[src/hw/rtl/led_pattern_mode_controller_defines.svh]
// ----------------------------------------------------------------------------
// LED pattern mode controller assertion macros
// Shared concurrent assertion forms for the controller and its checks.
// ----------------------------------------------------------------------------
`ifndef LED_PATTERN_MODE_CONTROLLER_DEFINES_SVH
`define LED_PATTERN_MODE_CONTROLLER_DEFINES_SVH

// Same-cycle implication, disabled while reset is high.
`define LPMC_ASSERT_NOW(label, clk, rst, ante, cons) \
  label: assert property (@(posedge clk) disable iff (rst) (ante) |-> (cons)) \
    else $error("lpmc assertion failed");

// Next-cycle implication, disabled while reset is high.
`define LPMC_ASSERT_NEXT(label, clk, rst, ante, cons) \
  label: assert property (@(posedge clk) disable iff (rst) (ante) |=> (cons)) \
    else $error("lpmc assertion failed");

`endif

[src/hw/rtl/lpmc_pkg.sv]
// ----------------------------------------------------------------------------
// LED pattern mode controller package
// Types, codes and constants shared by the controller and its interfaces.
// ----------------------------------------------------------------------------
package lpmc_pkg;

  localparam int TIME_WIDTH_DEFAULT = 16;
  localparam int STEP_WIDTH_DEFAULT = 8;

  localparam int KIND_WIDTH  = 4;
  localparam int FIELD_WIDTH = 8;
  localparam int LEVEL_WIDTH = 8;
  localparam int CFG_WIDTH   = 16;
  localparam int CFG_INDEX_WIDTH = 2;

  // Command codes carried in the kind field.
  localparam logic [KIND_WIDTH-1:0] KIND_TICK  = 4'd0;
  localparam logic [KIND_WIDTH-1:0] KIND_ON    = 4'd1;
  localparam logic [KIND_WIDTH-1:0] KIND_OFF   = 4'd2;
  localparam logic [KIND_WIDTH-1:0] KIND_FLASH = 4'd3;
  localparam logic [KIND_WIDTH-1:0] KIND_DIP   = 4'd4;
  localparam logic [KIND_WIDTH-1:0] KIND_BLINK = 4'd5;
  localparam logic [KIND_WIDTH-1:0] KIND_PULSE = 4'd6;
  localparam logic [KIND_WIDTH-1:0] KIND_SLOW  = 4'd7;
  localparam logic [KIND_WIDTH-1:0] KIND_FAST  = 4'd8;

  // Configuration register indexes.
  localparam logic [CFG_INDEX_WIDTH-1:0] REG_DEFAULT_PERIOD = 2'd0;
  localparam logic [CFG_INDEX_WIDTH-1:0] REG_SLOW_PERIOD    = 2'd1;
  localparam logic [CFG_INDEX_WIDTH-1:0] REG_FAST_PERIOD    = 2'd2;

  localparam logic [CFG_WIDTH-1:0] DEFAULT_PERIOD_RESET = 16'd250;
  localparam logic [CFG_WIDTH-1:0] SLOW_PERIOD_RESET    = 16'd1000;
  localparam logic [CFG_WIDTH-1:0] FAST_PERIOD_RESET    = 16'd100;

  localparam logic [LEVEL_WIDTH-1:0] LEVEL_FULL  = 8'd255;
  localparam logic [LEVEL_WIDTH-1:0] BRIGHT_MAX  = 8'd100;
  localparam logic [LEVEL_WIDTH-1:0] BRIGHT_STEP = 8'd8;
  localparam int PULSE_PAUSE_MS = 200;

  typedef enum logic [2:0] {
    MODE_OFF       = 3'd0,
    MODE_ON        = 3'd1,
    MODE_FLASH     = 3'd2,
    MODE_DIP       = 3'd3,
    MODE_BLINK_ON  = 3'd4,
    MODE_BLINK_OFF = 3'd5,
    MODE_PULSE     = 3'd6
  } mode_t;

endpackage

[src/hw/rtl/lpmc_if.sv]
// ----------------------------------------------------------------------------
// LED pattern mode controller channels
// Valid/ready channels for commands in and drive status out.
// ----------------------------------------------------------------------------
interface lpmc_cmd_if;
  logic                                valid;
  logic                                ready;
  logic [lpmc_pkg::KIND_WIDTH-1:0]     kind;
  logic [lpmc_pkg::FIELD_WIDTH-1:0]    blink_lit_step;
  logic [lpmc_pkg::FIELD_WIDTH-1:0]    blink_cycle_steps;

  modport source (output valid, kind, blink_lit_step, blink_cycle_steps, input ready);
  modport sink   (input valid, kind, blink_lit_step, blink_cycle_steps, output ready);
endinterface

interface lpmc_status_if;
  logic                                valid;
  logic                                ready;
  logic [lpmc_pkg::LEVEL_WIDTH-1:0]    drive_level;
  logic                                pin_high;

  modport source (output valid, drive_level, pin_high, input ready);
  modport sink   (input valid, drive_level, pin_high, output ready);
endinterface

[src/hw/rtl/led_pattern_mode_controller.sv]
// ----------------------------------------------------------------------------
// LED pattern mode controller
// Turns a stream of millisecond ticks and mode commands into an LED level.
// ----------------------------------------------------------------------------
// Every command transfer yields exactly one status item, which is offered on
// the status channel from the next cycle on, and a new command is taken in
// every cycle while the status register is empty or being drained, so the
// block sustains one item per clock. The figure is set by the update path
// that reads the mode state, applies the command and the phase
// evaluation, and writes both the state and the status register at the same
// edge. A stalled status transfer holds the command channel off until the
// status is taken.
`include "led_pattern_mode_controller_defines.svh"

module led_pattern_mode_controller #(
  parameter int TIME_WIDTH = lpmc_pkg::TIME_WIDTH_DEFAULT,
  parameter int STEP_WIDTH = lpmc_pkg::STEP_WIDTH_DEFAULT
) (
  input  logic                                   clk,
  input  logic                                   rst,
  lpmc_cmd_if.sink                               cmd,
  lpmc_status_if.source                          status,
  input  logic                                   cfg_write,
  input  logic [lpmc_pkg::CFG_INDEX_WIDTH-1:0]   cfg_index,
  input  logic [lpmc_pkg::CFG_WIDTH-1:0]         cfg_data
);

  // Configuration registers.
  logic [lpmc_pkg::CFG_WIDTH-1:0] default_period_ms;
  logic [lpmc_pkg::CFG_WIDTH-1:0] slow_period_ms;
  logic [lpmc_pkg::CFG_WIDTH-1:0] fast_period_ms;

  // Pattern state and its next values.
  lpmc_pkg::mode_t                  mode, mode_next;
  logic [TIME_WIDTH-1:0]            elapsed_ms, elapsed_ms_next;
  logic [TIME_WIDTH-1:0]            period_ms, period_ms_next;
  logic [STEP_WIDTH-1:0]            blink_step, blink_step_next;
  logic [STEP_WIDTH-1:0]            blink_lit, blink_lit_next;
  logic [STEP_WIDTH-1:0]            blink_count, blink_count_next;
  logic [lpmc_pkg::LEVEL_WIDTH-1:0] brightness, brightness_next;
  logic                             ramp_down, ramp_down_next;
  logic [lpmc_pkg::LEVEL_WIDTH-1:0] drive_value, drive_value_next;
  logic                             level_high, level_high_next;
  logic                             evaluate;

  // Status output register.
  logic                             status_valid;
  logic [lpmc_pkg::LEVEL_WIDTH-1:0] status_level;
  logic                             status_pin;

  logic cmd_transfer;

  // The command side is open whenever the status register is free or is
  // being emptied in this same cycle.
  assign cmd.ready     = !status_valid || status.ready;
  assign cmd_transfer  = cmd.valid && cmd.ready;

  assign status.valid       = status_valid;
  assign status.drive_level = status_level;
  assign status.pin_high    = status_pin;

  // Command decode followed by the phase evaluation. The evaluation sees
  // the state as the command left it, so both read the staged next values.
  always_comb begin
    mode_next        = mode;
    elapsed_ms_next  = elapsed_ms;
    period_ms_next   = period_ms;
    blink_step_next  = blink_step;
    blink_lit_next   = blink_lit;
    blink_count_next = blink_count;
    brightness_next  = brightness;
    ramp_down_next   = ramp_down;
    drive_value_next = drive_value;
    level_high_next  = level_high;
    evaluate         = 1'b0;

    unique case (cmd.kind)
      lpmc_pkg::KIND_TICK: begin
        // Elapsed time saturates rather than wrapping.
        if (elapsed_ms != '1) begin
          elapsed_ms_next = elapsed_ms + TIME_WIDTH'(1);
        end
        evaluate = 1'b1;
      end
      lpmc_pkg::KIND_ON: begin
        mode_next = lpmc_pkg::MODE_ON;
        evaluate  = 1'b1;
      end
      lpmc_pkg::KIND_OFF: begin
        mode_next = lpmc_pkg::MODE_OFF;
        evaluate  = 1'b1;
      end
      lpmc_pkg::KIND_FLASH: begin
        level_high_next  = 1'b1;
        drive_value_next = lpmc_pkg::LEVEL_FULL;
        mode_next        = lpmc_pkg::MODE_FLASH;
        elapsed_ms_next  = '0;
        period_ms_next   = TIME_WIDTH'(default_period_ms);
        evaluate         = 1'b1;
      end
      lpmc_pkg::KIND_DIP: begin
        level_high_next  = 1'b0;
        drive_value_next = '0;
        mode_next        = lpmc_pkg::MODE_DIP;
        elapsed_ms_next  = '0;
        period_ms_next   = TIME_WIDTH'(default_period_ms);
        evaluate         = 1'b1;
      end
      lpmc_pkg::KIND_BLINK: begin
        // Blink restarts the phase timer as well as the step count.
        blink_lit_next   = STEP_WIDTH'(cmd.blink_lit_step);
        blink_count_next = STEP_WIDTH'(cmd.blink_cycle_steps);
        blink_step_next  = STEP_WIDTH'(1);
        mode_next        = lpmc_pkg::MODE_BLINK_ON;
        elapsed_ms_next  = '0;
        period_ms_next   = TIME_WIDTH'(default_period_ms);
        evaluate         = 1'b1;
      end
      lpmc_pkg::KIND_PULSE: begin
        // Pulse starts a fresh ramp but leaves the timer and outputs alone.
        mode_next       = lpmc_pkg::MODE_PULSE;
        brightness_next = '0;
        ramp_down_next  = 1'b0;
        period_ms_next  = TIME_WIDTH'(1);
      end
      lpmc_pkg::KIND_SLOW: begin
        period_ms_next = TIME_WIDTH'(slow_period_ms);
      end
      lpmc_pkg::KIND_FAST: begin
        period_ms_next = TIME_WIDTH'(fast_period_ms);
      end
      default: begin
        // Unused codes leave everything as it is.
      end
    endcase

    if (evaluate) begin
      unique case (mode_next)
        lpmc_pkg::MODE_FLASH: begin
          if (elapsed_ms_next > period_ms_next) begin
            level_high_next  = 1'b0;
            drive_value_next = '0;
            mode_next        = lpmc_pkg::MODE_OFF;
          end
        end
        lpmc_pkg::MODE_DIP: begin
          if (elapsed_ms_next > period_ms_next) begin
            level_high_next  = 1'b1;
            drive_value_next = lpmc_pkg::LEVEL_FULL;
            mode_next        = lpmc_pkg::MODE_ON;
          end
        end
        lpmc_pkg::MODE_BLINK_ON: begin
          // Only the selected step of the cycle lights; the end of the lit
          // phase always turns the LED off.
          if (blink_step_next == blink_lit_next) begin
            level_high_next  = 1'b1;
            drive_value_next = lpmc_pkg::LEVEL_FULL;
          end
          if (elapsed_ms_next > period_ms_next) begin
            level_high_next  = 1'b0;
            drive_value_next = '0;
            mode_next        = lpmc_pkg::MODE_BLINK_OFF;
            elapsed_ms_next  = '0;
          end
        end
        lpmc_pkg::MODE_BLINK_OFF: begin
          if (elapsed_ms_next > period_ms_next) begin
            mode_next       = lpmc_pkg::MODE_BLINK_ON;
            elapsed_ms_next = '0;
            if (blink_step_next >= blink_count_next) begin
              blink_step_next = STEP_WIDTH'(1);
            end else begin
              blink_step_next = blink_step_next + STEP_WIDTH'(1);
            end
          end
        end
        lpmc_pkg::MODE_PULSE: begin
          // One ramp step per expired period; the bottom of the ramp holds
          // for the pause length before climbing again.
          if (elapsed_ms_next > period_ms_next) begin
            elapsed_ms_next = '0;
            period_ms_next  = TIME_WIDTH'(1);
            if (!ramp_down_next) begin
              if (brightness_next + lpmc_pkg::BRIGHT_STEP >= lpmc_pkg::BRIGHT_MAX) begin
                brightness_next = lpmc_pkg::BRIGHT_MAX;
                ramp_down_next  = 1'b1;
              end else begin
                brightness_next = brightness_next + lpmc_pkg::BRIGHT_STEP;
              end
            end else if (brightness_next <= lpmc_pkg::BRIGHT_STEP) begin
              brightness_next = '0;
              period_ms_next  = TIME_WIDTH'(lpmc_pkg::PULSE_PAUSE_MS);
              ramp_down_next  = 1'b0;
            end else begin
              brightness_next = brightness_next - lpmc_pkg::BRIGHT_STEP;
            end
          end
          drive_value_next = brightness_next;
        end
        lpmc_pkg::MODE_ON: begin
          level_high_next  = 1'b1;
          drive_value_next = lpmc_pkg::LEVEL_FULL;
        end
        default: begin
          level_high_next  = 1'b0;
          drive_value_next = '0;
        end
      endcase
    end
  end

  // Configuration writes; indexes past the list are dropped.
  always_ff @(posedge clk) begin
    if (rst) begin
      default_period_ms <= lpmc_pkg::DEFAULT_PERIOD_RESET;
      slow_period_ms    <= lpmc_pkg::SLOW_PERIOD_RESET;
      fast_period_ms    <= lpmc_pkg::FAST_PERIOD_RESET;
    end else if (cfg_write) begin
      unique case (cfg_index)
        lpmc_pkg::REG_DEFAULT_PERIOD: default_period_ms <= cfg_data;
        lpmc_pkg::REG_SLOW_PERIOD:    slow_period_ms    <= cfg_data;
        lpmc_pkg::REG_FAST_PERIOD:    fast_period_ms    <= cfg_data;
        default: begin
        end
      endcase
    end
  end

  // Pattern state advances only on a command transfer.
  always_ff @(posedge clk) begin
    if (rst) begin
      mode        <= lpmc_pkg::MODE_OFF;
      elapsed_ms  <= '0;
      period_ms   <= '0;
      blink_step  <= STEP_WIDTH'(1);
      blink_lit   <= STEP_WIDTH'(1);
      blink_count <= STEP_WIDTH'(1);
      brightness  <= '0;
      ramp_down   <= 1'b0;
      drive_value <= '0;
      level_high  <= 1'b0;
    end else if (cmd_transfer) begin
      mode        <= mode_next;
      elapsed_ms  <= elapsed_ms_next;
      period_ms   <= period_ms_next;
      blink_step  <= blink_step_next;
      blink_lit   <= blink_lit_next;
      blink_count <= blink_count_next;
      brightness  <= brightness_next;
      ramp_down   <= ramp_down_next;
      drive_value <= drive_value_next;
      level_high  <= level_high_next;
    end
  end

  // Status register: loaded with the post-command outputs on each command
  // transfer, emptied when the downstream side takes it.
  always_ff @(posedge clk) begin
    if (rst) begin
      status_valid <= 1'b0;
    end else if (cmd_transfer) begin
      status_valid <= 1'b1;
    end else if (status.ready) begin
      status_valid <= 1'b0;
    end
  end

  always_ff @(posedge clk) begin
    if (cmd_transfer) begin
      status_level <= drive_value_next;
      status_pin   <= level_high_next;
    end
  end

  `LPMC_ASSERT_NOW(a_stall_blocks_cmd, clk, rst, status.valid && !status.ready, !cmd.ready)
  `LPMC_ASSERT_NEXT(a_cmd_gives_status, clk, rst, cmd.valid && cmd.ready, status.valid)
  `LPMC_ASSERT_NOW(a_pulse_in_range, clk, rst, mode == lpmc_pkg::MODE_PULSE, brightness <= lpmc_pkg::BRIGHT_MAX)

endmodule

[src/flat_wrapper.sv]
// flat-port wrapper written by rule: the top's interface ports become plain ports
module led_pattern_mode_controller_flat 
#(
  parameter int TIME_WIDTH = lpmc_pkg::TIME_WIDTH_DEFAULT,
  parameter int STEP_WIDTH = lpmc_pkg::STEP_WIDTH_DEFAULT
)
  (clk, rst, cfg_write, cfg_index, cfg_data, cmd_valid, cmd_kind, cmd_blink_lit_step, cmd_blink_cycle_steps, cmd_ready, status_valid, status_drive_level, status_pin_high, status_ready);
  lpmc_cmd_if cmd_i ();
  lpmc_status_if status_i ();
  input  logic clk;
  input  logic rst;
  input  logic cfg_write;
  input  logic [lpmc_pkg::CFG_INDEX_WIDTH-1:0] cfg_index;
  input  logic [lpmc_pkg::CFG_WIDTH-1:0] cfg_data;
  input wire logic [$bits(cmd_i.valid)-1:0] cmd_valid;
  input wire logic [$bits(cmd_i.kind)-1:0] cmd_kind;
  input wire logic [$bits(cmd_i.blink_lit_step)-1:0] cmd_blink_lit_step;
  input wire logic [$bits(cmd_i.blink_cycle_steps)-1:0] cmd_blink_cycle_steps;
  output wire logic [$bits(cmd_i.ready)-1:0] cmd_ready;
  output wire logic [$bits(status_i.valid)-1:0] status_valid;
  output wire logic [$bits(status_i.drive_level)-1:0] status_drive_level;
  output wire logic [$bits(status_i.pin_high)-1:0] status_pin_high;
  input wire logic [$bits(status_i.ready)-1:0] status_ready;
  assign cmd_i.valid = cmd_valid;
  assign cmd_i.kind = cmd_kind;
  assign cmd_i.blink_lit_step = cmd_blink_lit_step;
  assign cmd_i.blink_cycle_steps = cmd_blink_cycle_steps;
  assign cmd_ready = cmd_i.ready;
  assign status_valid = status_i.valid;
  assign status_drive_level = status_i.drive_level;
  assign status_pin_high = status_i.pin_high;
  assign status_i.ready = status_ready;
  led_pattern_mode_controller #(.TIME_WIDTH(TIME_WIDTH), .STEP_WIDTH(STEP_WIDTH)) u_core (.clk(clk), .rst(rst), .cmd(cmd_i), .status(status_i), .cfg_write(cfg_write), .cfg_index(cfg_index), .cfg_data(cfg_data));
endmodule
[config.mk]
export PLATFORM = sky130hd
export DESIGN_NAME = led_pattern_mode_controller_flat
export DESIGN_NICKNAME = d
export VERILOG_FILES = /design/src/hw/rtl/lpmc_pkg.sv /design/src/hw/rtl/lpmc_if.sv /design/src/hw/rtl/led_pattern_mode_controller.sv /design/src/flat_wrapper.sv
export VERILOG_INCLUDE_DIRS = /design/src /design/src/hw/rtl
export SDC_FILE = /design/constraint.sdc
export NUM_CORES = 1
export LEC_CHECK = 0
export BUFFER_PORTS_ARGS = -buffer_cell sky130_fd_sc_hd__buf_2
export CAP_MARGIN = 10
export CORE_MARGIN = 2
export CORE_UTILIZATION = 50
export CTS_CLUSTER_SIZE = 20
export DETAILED_ROUTE_END_ITERATION = 12
export PLACE_DENSITY = 0.7
export SYNTH_ARGS = -nofsm -noshare
export SYNTH_HDL_FRONTEND = slang
export SYNTH_SLANG_ARGS = --single-unit
export TNS_END_PERCENT = 5
[constraint.sdc]
create_clock -name clk -period 8.7 [get_ports clk]
set_clock_uncertainty 0.2 [all_clocks]
set_input_delay 0.435 -clock clk [delete_from_list [all_inputs] [get_ports clk]]
set_output_delay 0.435 -clock clk [all_outputs]
set_load 0.05 [all_outputs]
==> results of run 1 <==
[power breakdown]
group / internal (W) / switching (W)
Clock: 0.000410 / 0.000289
Sequential: 0.000651 / 0.0000118
Combinational: 0.0000631 / 0.000135
[final cells by class]
type | instances | share of cell area
Timing Repair Buffer | 62 | 0.03923
Inverter | 8 | 0.003513
Sequential cell | 135 | 0.3267
Tap cell | 188 | 0.02752
Multi-Input combinational cell | 783 | 0.5362
Clock inverter | 12 | 0.01347
Antenna cell | 1 | 0.0002928
Clock buffer | 19 | 0.05299
[flip-flops by register name (all words and copies together), names as in the netlist, 16 cells and up]
name	count
u_core.default_period_ms	16
u_core.elapsed_ms	16
u_core.fast_period_ms	16
u_core.period_ms	16
u_core.slow_period_ms	16
[cells by family after synthesis]
family | count (synthesis) | synth area share
multiplexers | 15 | 0.01967
buffers and inverters | 80 | 0.04275
AND/OR/NAND/NOR | 467 | 0.2931
AO/OA/AOI/OAI | 259 | 0.2203
adder cells (fa/ha/maj) | 28 | 0.04551
XOR/XNOR | 14 | 0.01593
flip-flops | 135 | 0.3628
[critical path: cells and delay by family (launching register included)]
kind | cells | cell delay, ns
simple gates | 8 | 2.35
fa+ha+maj | 2 | 0.43
mux | 1 | 0.31
compound gates | 4 | 1.30
flops | 1 | 0.40
[per-layer routing]
layer  global-route usage  routed length (um)  vias to the layer above
met5                    0                   0                        -
met4              0.07822                 331                        0
met3              0.05092                1130                       28
met2               0.3724                8781                      232
met1               0.3621                9498                     3384
li1                     -                   -                     3656
[stage by stage]
| step | hold slack [ns] | total power [W] | area, um2 |
|---|---|---|---|
| 6_report | 0.04592 | 0.001560 | 8547 |
| 5_1_grt | 0.06040 | 0.001623 | 8544 |
| 4_1_cts | 0.03407 | 0.001566 | 8544 |
| 3_5_place_dp | 0.2420 | 0.0008719 | 7976 |
| 3_3_place_gp | 0.2349 | 0.0008691 | 7976 |
| 2_1_floorplan | 0.2287 | 0.0008205 | 7697 |
[layout by cell type (no fill, tap or decap), types with 9 or more instances in the layout]
master | synthesis | routed
a211oi_1 | 13 | 13
or3_1 | 11 | 11
mux2i_1 | 14 | 14
o21ai_0 | 26 | 26
nand3_1 | 33 | 33
nor2_1 | 78 | 78
nor3_1 | 22 | 22
nor2b_1 | 15 | 15
a22oi_1 | 15 | 15
buf_4 | 0 | 10
ha_1 | 28 | 28
edfxtp_1 | 9 | 9
clkbuf_16 | 0 | 17
nand3b_1 | 22 | 22
a222oi_1 | 9 | 9
o21ai_1 | 10 | 10
buf_2 | 11 | 52
nand2_1 | 208 | 207
dfxtp_1 | 126 | 126
nor4_1 | 11 | 11
xnor2_1 | 11 | 11
o211ai_1 | 12 | 12
a21oi_1 | 104 | 104
nand4_1 | 17 | 17
[final timing paths]
check	slack (ns)	endpoint	from
setup / recovery	3.60	u_core.blink_step[5]	u_core.elapsed_ms[0]
hold / removal	0.05	u_core.default_period_ms[3]	cfg_data[3]
setup reg to reg	3.60	u_core.blink_step[5]	u_core.elapsed_ms[0]
hold reg to reg	0.25	u_core.period_ms[14]	u_core.period_ms[14]
==> results.md, run 1 <==
* I/O pin total at 54
* PwrDens at 182.5 mW/mm2
* Finished Core Util at 0.5643
* Endpoints failing setup at 0
* Crit end category: flip-flop
* FMAX at 196.1 MHz
* Setup TNS at 0 ns
* Sequential fraction of the synthesis area at 0.3628
* Ys flop type: dfxtp_1
* Non-Filler Instances at 1208
* Via count at 7300
* Status: finished, final reports clean
* Type of the worst setup path: reg2reg
* Synthesis-stage register bit count at 135
* Fin worst setup slack at 3.601 ns
* Global Route Usage Sum at 0.2494
* Number of max-cap violations at 0
* P&R area growth vs syn at 11.04%
* Leakage at 3.204 nW
* Crit path arrival time at 5.22 ns
* Largest net degree at the start of global routing at 92
* Post-CTS Resized at 0
* Clock latency on the worst-skew pair at 0.43 ns
* Share of cells above drive strength 1 at 0.1138
* Post-synth top area cell: dfxtp_1
* Pre-CTS WS at 3.507 ns
* Multi-input logic area at 0.004583 mm2
* Crit Path Max Fanout at 15
* Number of stages on the worst hold path at 3
* RSZ-0062 raised after global routing: no
* Syn Std Cell Area at 0.007697 mm2
* Critical Path Source Type: flip-flop
* First-pass GRT wire length at 33030 um
* DR vias/cell at 6.043
* Tcrit/Tclk final at 0.5861
* Clk buf depth at 2
* Remaining antenna violation count at 0
* Vias in the first global route at 6590
* Drt pass-1 iters at 5
* Critical-path top delay cell: nor4_4
* WL final at 19740 um
* Path depth of the worst reg2reg path at 15
* Die ar. at 0.01640 mm2
* Cell row count at 45
* H-tree depth at 4
* Dpl hpwl at 13150 um
* Slew @ Worst Pin at 1.151 ns
* WP data required at 8.82 ns
* Initial DRC Count at 742
* HP Class: in2reg
* Post-CTS setup buffers at 0
* Post-Syn Nets at 1069
* Flip-flop and latch area at 0.002793 mm2
* Num CTS Buffers at 17
* Peak VDD IR at 140.9 uV
* Fraction of registers with async set/reset at 0
* Cell with the most instances after synthesis: nand2_1
* RD Place Congestion at 0.9076
* Hold Buf Count CTS at 0
* Initial antenna violation count at 0
* Post-synth EDFFs at 9
* CP max stage delay at 0.58 ns
* Worst rel slew slack at 0.2290
* Per-cell routed wire length at 16.34 um
* CTS tree: done
* CTS root buf: clkbuf_16
* Synth warn at 0
* Crit path time final at 5.099 ns
* Synth cell types at 84
* Initial core utilization at 0.5082
* Chip Width at 128.1 um
* Synth top area cells: dfxtp_1 (33%), nand2_1 (10%), a21oi_1 (6.8%)
* Global route overflow at 0
* Clock sink total at 135
* Final Max Slew Viols at 0
* Synth Instances at 998
* Final Hold Viols at 0
* Synth top cells by count: nand2_1 (208), dfxtp_1 (126), a21oi_1 (104)
* Worst path most repeated cell: ha_1
* Fill cell count at 1388
* Share of the synthesized area in the top cell type at 0.3277
* DRC Markers at 0
* Core Region at 0.01515 mm2
* Cell Chain, Critical Path: ha_1 -> nand2_1 -> or4_1 -> o21ai_1 -> nor2_1 -> nand3_1 -> mux2i_1 -> ha_1 -> nand4_1 -> a2111o_1 -> and4b_1 -> nor4_4 -> a211oi_1 -> and3_1 -> a211o_1
* Height of the die at 128.1 um
* Worst-path clk slew at 0.06 ns
* Placed Instances at 1176
* Nets at 1078
* Buffers on Ports at 53
* Syn avg cell area at 7.713 um2
Note: power is estimated with default switching activity, not from simulation.
==> run 2, diff against run 1 <==
--- a/config.mk
+++ b/config.mk
@@ -6,6 +6,7 @@
 export SDC_FILE = /design/constraint.sdc
 export NUM_CORES = 1
 export LEC_CHECK = 0
+export ABC_AREA = 1
 export BUFFER_PORTS_ARGS = -buffer_cell sky130_fd_sc_hd__buf_2
 export CAP_MARGIN = 10
 export CORE_MARGIN = 2
==> constraint.sdc (replaced) <==
create_clock -name clk -period 5 [get_ports clk]
set_clock_uncertainty 0.2 [all_clocks]
set_input_delay 0.25 -clock clk [delete_from_list [all_inputs] [get_ports clk]]
set_output_delay 0.25 -clock clk [all_outputs]
set_load 0.05 [all_outputs]
==> run 2 against run 1 <==
- flip-flop and latch count stayed put
- design area rose by 11%
- wire length grew 6.3%
- critical path depth increased by 5
- register-to-register slack got worse by 2.9 ns
- critical path type unchanged
==> results.md, run 2 <==
* Crit Path Max Fanout at 9
* DR vias/cell at 5.362
* Setup TNS at 0 ns
* Clk buf depth at 2
* CTS root buf: clkbuf_16
* Drt pass-1 iters at 5
* Final Hold Viols at 0
* DRC Markers at 0
* Cell with the most instances after synthesis: nand2_1
* Commonest non-fill, non-tap cell in the layout: nand2_1
* Crit end category: flip-flop
* RSZ-0062 raised after global routing: no
* Status: finished, final reports clean
* Leakage at 4.522 nW
* Worst rel slew slack at 0.2328
* Initial antenna violation count at 2
* Most frequent cells in the layout: nand2_1 (321), inv_1 (151), dfxtp_1 (126)
* CTS tree: done
* Via count at 8214
* Vias in the first global route at 7492
* Number of max-cap violations at 0
* I/O pin total at 54
* Crit path arrival time at 4.30 ns
* Fill cell count at 1578
* Per-cell routed wire length at 13.70 um
* Syn Std Cell Area at 0.008253 mm2
* H-tree depth at 4
* Cell row count at 46
* Tcrit/Tclk final at 0.8619
* Worst-path clk slew at 0.07 ns
* Die ar. at 0.01755 mm2
* FMAX at 232.1 MHz
* RD Place Congestion at 0.9020
* Synth warn at 0
* Syn avg cell area at 6.624 um2
* Synth cell types at 49
* Post-synth EDFFs at 9
* Critical Path Source Type: flip-flop
* Share of the synthesized area in the top cell type at 0.3056
* Global route overflow at 0
* Buffers on Ports at 53
* Initial core utilization at 0.5158
* Type of the worst setup path: reg2reg
* Num CTS Buffers at 17
* Sequential fraction of the synthesis area at 0.3384
* P&R area growth vs syn at 15.08%
* PwrDens at 323.8 mW/mm2
* First-pass GRT wire length at 35760 um
* Endpoints failing setup at 0
* Ys flop type: dfxtp_1
* Synth Instances at 1246
* Core Region at 0.01600 mm2
* Synth top area cells: dfxtp_1 (31%), nand2_1 (15%), a21oi_1 (7.5%)
* Final hold slack at 0.007360 ns
* Slew @ Worst Pin at 1.151 ns
* Post-Syn Nets at 1317
* Largest net degree at the start of global routing at 74
* Share of cells above drive strength 1 at 0.1142
* Nets at 1372
* Clock sink total at 135
* Non-Filler Instances at 1532
* Chip Width at 132.5 um
* Total power at 0.003075 W
* Final Max Slew Viols at 0
* Crit path time final at 4.309 ns
* Remaining antenna violation count at 0
* Synth top cells by count: nand2_1 (322), inv_1 (151), dfxtp_1 (126)
* Post-synth top area cell: dfxtp_1
* Dpl hpwl at 14250 um
* WL final at 20990 um
* Clock latency on the worst-skew pair at 0.44 ns
* Fraction of registers with async set/reset at 0
* Placed Instances at 1476
* Global Route Usage Sum at 0.2446
* Synthesis-stage register bit count at 135
* Initial DRC Count at 717
* Pre-CTS WS at 0.4851 ns
* Height of the die at 132.5 um
* Fin worst setup slack at 0.6907 ns
* HP Class: in2reg
* Peak VDD IR at 310.8 uV
* WP data required at 4.99 ns
## run 2: cell types whose count changed after synthesis, sizes merged, moves of 14 or more
cell / previous run / this run
nand3: 34 / 91
inv: 7 / 164
a22oi: 15 / 0
nor2b: 15 / 0
o21ai: 36 / 78
nor2: 78 / 118
o22ai: 2 / 16
o211ai: 12 / 29
nand3b: 22 / 7
nand2: 210 / 336
a21oi: 104 / 126
clkbuf: 56 / 36
## run 2: kinds of logic (layout without fill, tap and decap cells)
kind of cell,count (synthesis),after routing,synth area share
simple gates,584,584,0.3164
other cells,0,2,0
buf+inv,217,285,0.1032
fa+ha+maj,28,28,0.04245
compound gates,269,269,0.1844
flops,135,135,0.3384
xor+xnor,4,4,0.004246
mux,9,9,0.01092
## run 2: path summary, 6_finish.rpt
kind / startpoint / to / slack, ns / depth (start not counted)
max: u_core.elapsed_ms[0] / u_core.status.drive_level[0] / 0.69 / 20
min: cmd_blink_cycle_steps[2] / u_core.blink_count[2] / 0.007 / 5
max reg2reg: u_core.elapsed_ms[0] / u_core.status.drive_level[0] / 0.69 / 20
min reg2reg: u_core.brightness[0] / u_core.brightness[0] / 0.25 / 2
## run 2: final cells by class
class,count,area [um2],area share
multi-input combinational,894,4611,0.4854
sequential,135,2793,0.2940
inverter,168,638.1,0.06718
timing repair buffer,85,560.5,0.05902
clock buffer,17,425.4,0.04479
tap,216,270.3,0.02845
clock inverter,15,195.2,0.02055
antenna,2,5.005,0.0005269
## run 2: metrics by stage
stage / area [um2] / util
after floorplan: 8253 / -
after global placement: 8652 / 0.5407
after detailed placement: 8652 / 0.5407
after CTS: 9493 / 0.5933
after global routing: 9493 / 0.5933
final: 9498 / 0.5936
## run 2: layer usage
metal / part of all wire / vias to the layer above / GRT usage
li1: - / 4211 / -
met1: 0.49 / 3744 / 0.3492
met2: 0.44 / 229 / 0.3820
met3: 0.055 / 30 / 0.04559
met4: 0.012 / 0 / 0.06093
met5: 0 / - / 0
## run 2: where the power goes
| group | internal [W] | switching, W |
|---|---|---|
| clock network | 0.000766 | 0.000562 |
| logic | 0.000181 | 0.000383 |
| registers | 0.00115 | 0.0000300 |
## run 2: what timing repair did
| item | in CTS | in global routing |
|---|---|---|
| resized for setup | 0 | 0 |
| hold buffers | 22 | 0 |
| endpoints found under the hold margin | 54 | 0 |
| setup buffers | 0 | 0 |
## run 2: critical path, cell delays in order (launching register included)
cell      delay (ns)
dfxtp_1         0.40
inv_1           0.06
nor3_1          0.26
inv_1           0.07
nor4_1          0.30
inv_1           0.14
o311ai_0        0.64
ha_1            0.27
nand2_1         0.05
nor2_1          0.14
nand2_1         0.09
inv_1           0.06
nand2_1         0.06
a21oi_1         0.57
buf_4           0.30
nor2_4          0.08
nand2_1         0.06
and2_0          0.11
nand3_1         0.07
nand2_1         0.09
nand2_1         0.06
